<file path="config.mk">
export PLATFORM = sky130hd
export DESIGN_NAME = sat_ctrl
export DESIGN_NICKNAME = d
export VERILOG_FILES = /design/src/sat_pkg.sv /design/src/sat_ctrl.sv
export SDC_FILE = /design/constraint.sdc
export NUM_CORES = 1
export LEC_CHECK = 0
export ABC_CLOCK_PERIOD_IN_PS = 1950
export BUFFER_PORTS_ARGS = -buffer_cell sky130_fd_sc_hd__buf_2
export CAP_MARGIN = 40
export CORE_AREA = 3 3 40 42
export DETAILED_ROUTE_END_ITERATION = 12
export DIE_AREA = 0 0 43 45
export GPL_TIMING_DRIVEN = 1
export HOLD_SLACK_MARGIN = 0.03
export PLACE_DENSITY = 0.39
export REMOVE_ABC_BUFFERS = 1
export SETUP_SLACK_MARGIN = 0.5
export SYNTH_ARGS = -nofsm -noshare
export SYNTH_HDL_FRONTEND = slang
export SYNTH_SLANG_ARGS = --single-unit
export TNS_END_PERCENT = 100
</file>
<file path="constraint.sdc">
create_clock -name clk -period 1.95 [get_ports clk]
set_clock_uncertainty 0.05 [all_clocks]
set_input_delay 0.195 -clock clk [delete_from_list [all_inputs] [get_ports clk]]
set_output_delay 0.195 -clock clk [all_outputs]
set_load 0.05 [all_outputs]
</file>
<file path="src/sat_pkg.sv">
// Shared constants, codes and control structs for the summed area table engine.
// No dependencies.
`timescale 1ns / 1ps

package sat_pkg;

  localparam int MAX_WIDTH  = 256;
  localparam int MAX_HEIGHT = 256;
  localparam int PIXEL_BITS = 16;

  localparam int COL_BITS  = $clog2(MAX_WIDTH);
  localparam int ROW_BITS  = $clog2(MAX_HEIGHT);
  localparam int ADDR_BITS = ROW_BITS + COL_BITS;
  localparam int DEPTH     = MAX_WIDTH * MAX_HEIGHT;
  localparam int SUM_BITS  = 32;
  localparam int RSUM_BITS = 24;
  localparam int CFG_BITS  = 9;
  localparam int COORD_BITS = 8;

  // Function codes of an input item
  localparam logic FUNC_LOAD  = 1'b0;
  localparam logic FUNC_QUERY = 1'b1;

  // Register indexes
  localparam logic REG_WIDTH  = 1'b0;
  localparam logic REG_HEIGHT = 1'b1;

  typedef struct packed {
    logic load_start;
    logic load_finish;
    logic query_start;
    logic read_b;
    logic read_c;
    logic read_d;
    logic out_load;
  } sat_cmd_t;

  typedef struct packed {
    logic query_err;
    logic out_free;
  } sat_stat_t;

endpackage

</file>
<file path="src/sat_ctrl.sv">
// Sequencer for the summed area table engine: steps loads and queries.
// Depends on sat_pkg.
`timescale 1ns / 1ps

module sat_ctrl (
  input  logic             clk,
  input  logic             rst,
  input  logic             in_valid,
  input  logic             func,
  input  sat_pkg::sat_stat_t stat,
  output sat_pkg::sat_cmd_t  cmd,
  output logic             in_stall
);

  typedef enum logic [2:0] {
    S_IDLE,
    S_WRITE,
    S_READ_B,
    S_READ_C,
    S_READ_D,
    S_FINISH
  } state_t;

  state_t state;
  state_t state_next;
  logic   accept;

  assign in_stall = (state != S_IDLE);
  assign accept   = in_valid && (state == S_IDLE);

  always_comb begin
    cmd        = '0;
    state_next = state;
    unique case (state)
      S_IDLE: begin
        if (accept) begin
          if (func == sat_pkg::FUNC_LOAD) begin
            cmd.load_start = 1'b1;
            state_next     = S_WRITE;
          end else begin
            cmd.query_start = 1'b1;
            state_next      = stat.query_err ? S_FINISH : S_READ_B;
          end
        end
      end
      S_WRITE: begin
        cmd.load_finish = 1'b1;
        state_next      = S_IDLE;
      end
      S_READ_B: begin
        cmd.read_b = 1'b1;
        state_next = S_READ_C;
      end
      S_READ_C: begin
        cmd.read_c = 1'b1;
        state_next = S_READ_D;
      end
      S_READ_D: begin
        cmd.read_d = 1'b1;
        state_next = S_FINISH;
      end
      S_FINISH: begin
        if (stat.out_free) begin
          cmd.out_load = 1'b1;
          state_next   = S_IDLE;
        end
      end
      default: state_next = S_IDLE;
    endcase
  end

  always_ff @(posedge clk) begin
    if (rst) begin
      state <= S_IDLE;
    end else begin
      state <= state_next;
    end
  end

endmodule

</file>
==> results of run 1 <==
## cell families after synthesis
logic type,count (synthesis)
AO/OA/AOI/OAI,6
buffers and inverters,2
flip-flops,3
AND/OR/NAND/NOR,17
## synth_stat cells
library cell and number:
nor2_1 6, dfxtp_1 3, nand2_1 3, nand2b_1 3, a211oi_1 2, a21oi_1 2, nor3_1 2, a221o_2 1
and4b_1 1, buf_6 1, inv_1 1, nor3b_2 1, o21a_1 1, or3_4 1
## per-stage QoR
| stage | setup WS (ns) | area, sq um | total power (W) | utilization |
|---|---|---|---|---|
| detailed placement | 0.490 | 288 | 0.000175 | 0.224 |
| global route | 0.336 | 398 | 0.000339 | 0.310 |
| finish | 0.376 | 398 | 0.000315 | 0.310 |
| CTS | 0.370 | 349 | 0.000303 | 0.272 |
| floorplan | 0.115 | 204 | 0.000151 | - |
| global placement | 0.481 | 288 | 0.000178 | 0.224 |
## critical path, stage by stage, from the launching register on
cell and delay, ns:
dfxtp_4 0.33, or3_4 0.38, buf_4 0.15, nor2_4 0.07, buf_6 0.16
## path summary, 6_finish.rpt
kind | start | end | cells after the start
min | rst | state[2]$_SDFFE_PP0P_ | 2
max reg2reg | state[0]$_SDFFE_PP0P_ | state[2]$_SDFFE_PP0P_ | 4
min reg2reg | state[1]$_SDFFE_PP0P_ | state[2]$_SDFFE_PP0P_ | 2
max | state[0]$_SDFFE_PP0P_ | cmd[4] | 4
## metal layers
| metal | vias to the layer above | global-route usage | wire length (um) |
|---|---|---|---|
| met5 | - | 0 | 0 |
| met4 | 0 | 0.0181 | 0 |
| met3 | 0 | 0.0717 | 73 |
| met2 | 11 | 0.120 | 320 |
| met1 | 130 | 0.0552 | 229 |
| li1 | 136 | - | - |
## layout make-up
class | instances | area (sq um)
clock buffer | 4 | 26.3
fill | 155 | 887
inverter | 1 | 3.75
multi-input combinational | 23 | 160
sequential | 3 | 68.8
tap | 15 | 18.8
timing repair buffer | 16 | 120
## report_power, final
group          leakage, nW  internal (W)  switching, W
logic                0.129     0.0000489     0.0000797
registers           0.0264     0.0000667    0.00000590
clock network       0.0150     0.0000770     0.0000367
total                0.171      0.000193      0.000122
## timing repair
item,4_1_cts,5_1_grt
pin swaps,2,3
buffers inserted,2,1
setup endpoints to repair,4,8
gates resized for setup,9,17
cloned,0,0
==> flow_summary.yaml, run 1 <==
outcome:
  outcome: "complete, no violations"
route:
  via_count: 277
  finalWirelength_um: 622
  drt_iter0_drc: 4
  drt_pass1_iterations: 2
  avgViaCountPerCell: 4.47
  wl_per_cell_um: 10.0
  drc: 0
  ant_nets: 0
floorplanning:
  core-area_sq_um: 1280
  die_w_um: 43
  boundaryPins: 14
  design.die.area_sq_um: 1940
  start_util: 0.167
  dieHeight_um: 45
  rows: 13
placed_design:
  dp_cells: 55
  place_congestion: 0.694
  hpwl_um: 422
  io_buffers: 13
timing:
  final.setup.tns_ns: 0
  setup_viol: 0
  max-slew-margin-rel: 0.836
  finalCritPeriodShare: 0.807
  fmax_ghz: 0.635
  fin_crit_ns: 1.57
  whs_ns: 0.0914
  final_max_slew_viol_count: 0
  finalHoldViolCount: 0
  worst_pin_slew_ns: 0.248
  rsz0062_at_grt: "yes"
clock_network:
  cts.htree.levels: 1
  cts_tree: "built"
  clock_latency_ns: 0.24
  clockBufferDepth: 2
  clock-root-buffer: "clkbuf_4"
  cts.sinks: 3
  cts_made_buffers: 3
  path_clk_slew_ns: 0.04
  hold_buffers: 0
worst_setup_path:
  cp-end-kind: "output pin"
  crit_fanout: 2
  critPathRequiredTime_ns: 1.70
  arrival_ns: 1.33
  setup.worst_path.class: "flop to output pin"
  start_kind: "flop"
  ff2ff_setup_slack_ns: 0.79
power_and_ir_drop:
  p_per_area_nw_per_um2: 791
  ir_drop_mv: 0.355
  power.leakage_nw: 0.171
flow_run:
  max-cap-violations: 0
logic_synthesis:
  syn_inst: 28
  yosysUniqueCellTypes: 14
  synth-compound-area-share: 0.203
  synth_mux_area_frac: 0
  syn_avg_cell_area_sq_um: 7.69
  netlist_area_sq_um: 215
  synth_adder_area_share: 0
  yosysSeqAreaShare: 0.279
  synthXorXnorAreaFrac: 0
  ys.warnings.count: 0
  synth-seq-cells: 3
  synth-simple-area-share: 0.448
  synth_top_family_by_area: "simple AND/OR/NAND/NOR gates"
  yosysTopAreaCell: "dfxtp_1"
  synth_area_leaders: "dfxtp_1 (28%), nor2_1 (10%), nand2b_1 (8.7%)"
  synth.top_cell.area_share: 0.279
finish:
  drive_above_1_share: 0.660
  layoutNonFillerInstCount: 62
  layout_commonest_cell: "buf_2"
  antenna_cells: 0
  top_regs: "state: 3 flops"
  synthToLayoutAreaGrowth_pct: 84.9
  mostFrequentLayoutCells: "buf_2 (6), buf_4 (5), clkbuf_4 (4), buf_6 (4)"
  nNetsFinal: 54
  top_register: "state"
  largest_register_ff_count: 3
global_route:
  grt_pass1_vias: 223
  grt_pass1_wl_um: 910
  antenna_found_initial: 0
  grt_max_degree: 10
  overflow: 0
  grt_usage: 0.0698
min_path:
  worst_hold_path_type: "input pin to flop"
Note: power is estimated with default switching activity, not from simulation.
==> run 2, diff against run 1 <==
--- a/config.mk
+++ b/config.mk
@@ -5,7 +5,8 @@
 export SDC_FILE = /design/constraint.sdc
 export NUM_CORES = 1
 export LEC_CHECK = 0
-export ABC_CLOCK_PERIOD_IN_PS = 1950
+export ABC_AREA = 1
+export ABC_CLOCK_PERIOD_IN_PS = 1500
 export BUFFER_PORTS_ARGS = -buffer_cell sky130_fd_sc_hd__buf_2
 export CAP_MARGIN = 40
 export CORE_AREA = 3 3 40 42
@@ -13,7 +14,7 @@
 export DIE_AREA = 0 0 43 45
 export GPL_TIMING_DRIVEN = 1
 export HOLD_SLACK_MARGIN = 0.03
-export PLACE_DENSITY = 0.39
+export PLACE_DENSITY = 0.41
 export REMOVE_ABC_BUFFERS = 1
 export SETUP_SLACK_MARGIN = 0.5
 export SYNTH_ARGS = -nofsm -noshare
==> constraint.sdc (replaced) <==
create_clock -name clk -period 1.5 [get_ports clk]
set_clock_uncertainty 0.05 [all_clocks]
set_input_delay 0.15 -clock clk [delete_from_list [all_inputs] [get_ports clk]]
set_output_delay 0.15 -clock clk [all_outputs]
set_load 0.05 [all_outputs]
==> flow_summary.yaml, run 2 <==
outcome:
  outcome: "complete, no violations"
global_route:
  grt_pass1_vias: 265
  grt_max_degree: 6
  grt_pass1_wl_um: 1020
  grt_usage: 0.0733
  antenna_found_initial: 0
  overflow: 0
finish:
  top_register: "state"
  drive_above_1_share: 0.667
  seqCellArea_sq_um: 68.8
  nFillCells: 152
  nNetsFinal: 67
  fin_util: 0.375
  multiInputGateArea_sq_um: 179
  top_regs: "state: 3 flops"
  largest_register_ff_count: 3
  synthToLayoutAreaGrowth_pct: 93.5
  final_area_sq_um: 482
  layoutNonFillerInstCount: 75
  antenna_cells: 0
  mostFrequentLayoutCells: "inv_1 (8), buf_6 (6)"
  layout_commonest_cell: "inv_1"
floorplanning:
  boundaryPins: 14
  core-area_sq_um: 1280
  design.die.area_sq_um: 1940
  die_w_um: 43
  rows: 13
  start_util: 0.194
  dieHeight_um: 45
worst_setup_path:
  arrival_ns: 1.14
  cp-end-kind: "output pin"
  critPathSlowestCell: "dfxtp_2"
  crit_chain: "nor2_4 > nand2_4 > nor3b_2 > buf_6"
  setup.worst_path.class: "flop to output pin"
  critPathRequiredTime_ns: 1.30
  start_kind: "flop"
  crit_fanout: 4
  slowest_delay_ns: 0.34
logic_synthesis:
  synth_adder_area_share: 0
  synth-simple-area-share: 0.427
  netlist_area_sq_um: 249
  synth_top_family_by_area: "simple AND/OR/NAND/NOR gates"
  synth_edf_count: 0
  synth-compound-area-share: 0.166
  synth-seq-cells: 3
  yosysUniqueCellTypes: 16
  yosysSeqAreaShare: 0.241
  synth.top_cell.area_share: 0.241
  synthFlopType: "dfxtp_1"
  synth_mux_area_frac: 0
  ys.warnings.count: 0
  synth_area_leaders: "dfxtp_1 (24%), inv_1 (12%), nor2_2 (10%)"
  syn_inst: 39
  synth_top_cells_by_count: "inv_1 (8), nand2_1 (5), nor2_2 (4)"
  syn_avg_cell_area_sq_um: 6.38
  synthXorXnorAreaFrac: 0
  ys_async_sr_fraction: 0
  synthMostInstantiatedCell: "inv_1"
  yosysTopAreaCell: "dfxtp_1"
route:
  finalWirelength_um: 642
  avgViaCountPerCell: 4.05
  wl_per_cell_um: 8.56
  via_count: 304
  ant_nets: 0
  drt_pass1_iterations: 2
  drt_iter0_drc: 1
  drc: 0
timing:
  final_max_slew_viol_count: 0
  worst_pin_slew_ns: 0.155
  final.setup.tns_ns: 0
  setup_viol: 0
  fin_crit_ns: 1.34
  finalHoldViolCount: 0
  max-slew-margin-rel: 0.896
  rsz0062_at_grt: "yes"
  fmax_ghz: 0.746
  finalCritPeriodShare: 0.893
power_and_ir_drop:
  totalPowerFinal_w: 0.000515
  p_per_area_nw_per_um2: 1070
  power.leakage_nw: 0.237
  ir_drop_mv: 0.442
min_path:
  worst_hold_path_type: "input pin to flop"
clock_network:
  clock-root-buffer: "clkbuf_4"
  hold_buffers: 0
  clock_latency_ns: 0.24
  cts.sinks: 3
  clockBufferDepth: 2
  cts_tree: "built"
  cts_made_buffers: 3
  path_clk_slew_ns: 0.04
  cts.htree.levels: 1
placed_design:
  io_buffers: 13
  dp_cells: 67
  hpwl_um: 463
  place_congestion: 0.713
  place_area_sq_um: 333
flow_run:
  max-cap-violations: 0
==> run 2: cell count changes after synthesis, sizes merged <==
cell,delta
inv,+10
nand2,+3
nand2b,-3
nand3,+3
o21ai,+3
a211oi,-2
a21oi,+1
a221o,-1
and4b,-1
buf,-1
nor2,+1
o21a,-1
or3,-1
==> run 2: cell type report <==
| type | count | share of cell area |
|---|---|---|
| inverter | 11 | 0.0909 |
| tap | 15 | 0.0390 |
| sequential | 3 | 0.143 |
| multi-input combinational | 25 | 0.371 |
| clock buffer | 4 | 0.0545 |
| timing repair buffer | 17 | 0.301 |
==> run 2: worst max-delay path, delay by kind of cell, from the launching register on <==
| family | cells | cell delay, ns |
|---|---|---|
| buf+inv | 1 | 0.18 |
| flops | 1 | 0.34 |
| simple gates | 3 | 0.38 |
==> run 2: stage by stage <==
| stage | setup slack, ns | hold slack, ns |
|---|---|---|
| detailed placement | 0.211 | 0.317 |
| finish | 0.160 | 0.0597 |
| global route | 0.0878 | 0.0547 |
| global placement | 0.216 | 0.313 |
| floorplan | -0.596 | 0.162 |
| CTS | 0.155 | 0.0568 |
==> run 2: routing by layer <==
metal  up-vias  track usage  wire length, um
met4         0       0.0723               23
met3         2      0.00398               41
li1        161            -                -
met2        12        0.111              291
met5         -            0                0
met1       129       0.0916              285
==> run 2: what timing repair did <==
action                                  in CTS  in global routing
endpoints found under the setup margin      11                 11
buffers inserted                             3                  1
pin swaps                                    2                  1
gates cloned                                 0                  0
gates resized for setup                     28                  1
==> run 2: path summary, 6_finish.rpt <==
path	cells after the start	start	endpoint	slack, ns
min reg2reg	4	state[1]$_SDFFE_PP0P_	state[0]$_SDFFE_PP0P_	0.62
max reg2reg	8	state[0]$_SDFFE_PP0P_	state[0]$_SDFFE_PP0P_	0.26
min	2	rst	state[0]$_SDFFE_PP0P_	0.06
max	4	state[0]$_SDFFE_PP0P_	cmd[4]	0.16
==> run 2: logic make-up after synthesis <==
logic type / count (synthesis)
AND/OR/NAND/NOR: 19
buffers and inverters: 11
AO/OA/AOI/OAI: 6
flip-flops: 3
==> run 2: power by group <==
group / internal [W] / leakage (nW) / switching (W)
clock network: 0.000100 / 0.0150 / 0.0000468
logic: 0.000106 / 0.196 / 0.000159
registers: 0.0000891 / 0.0264 / 0.0000135
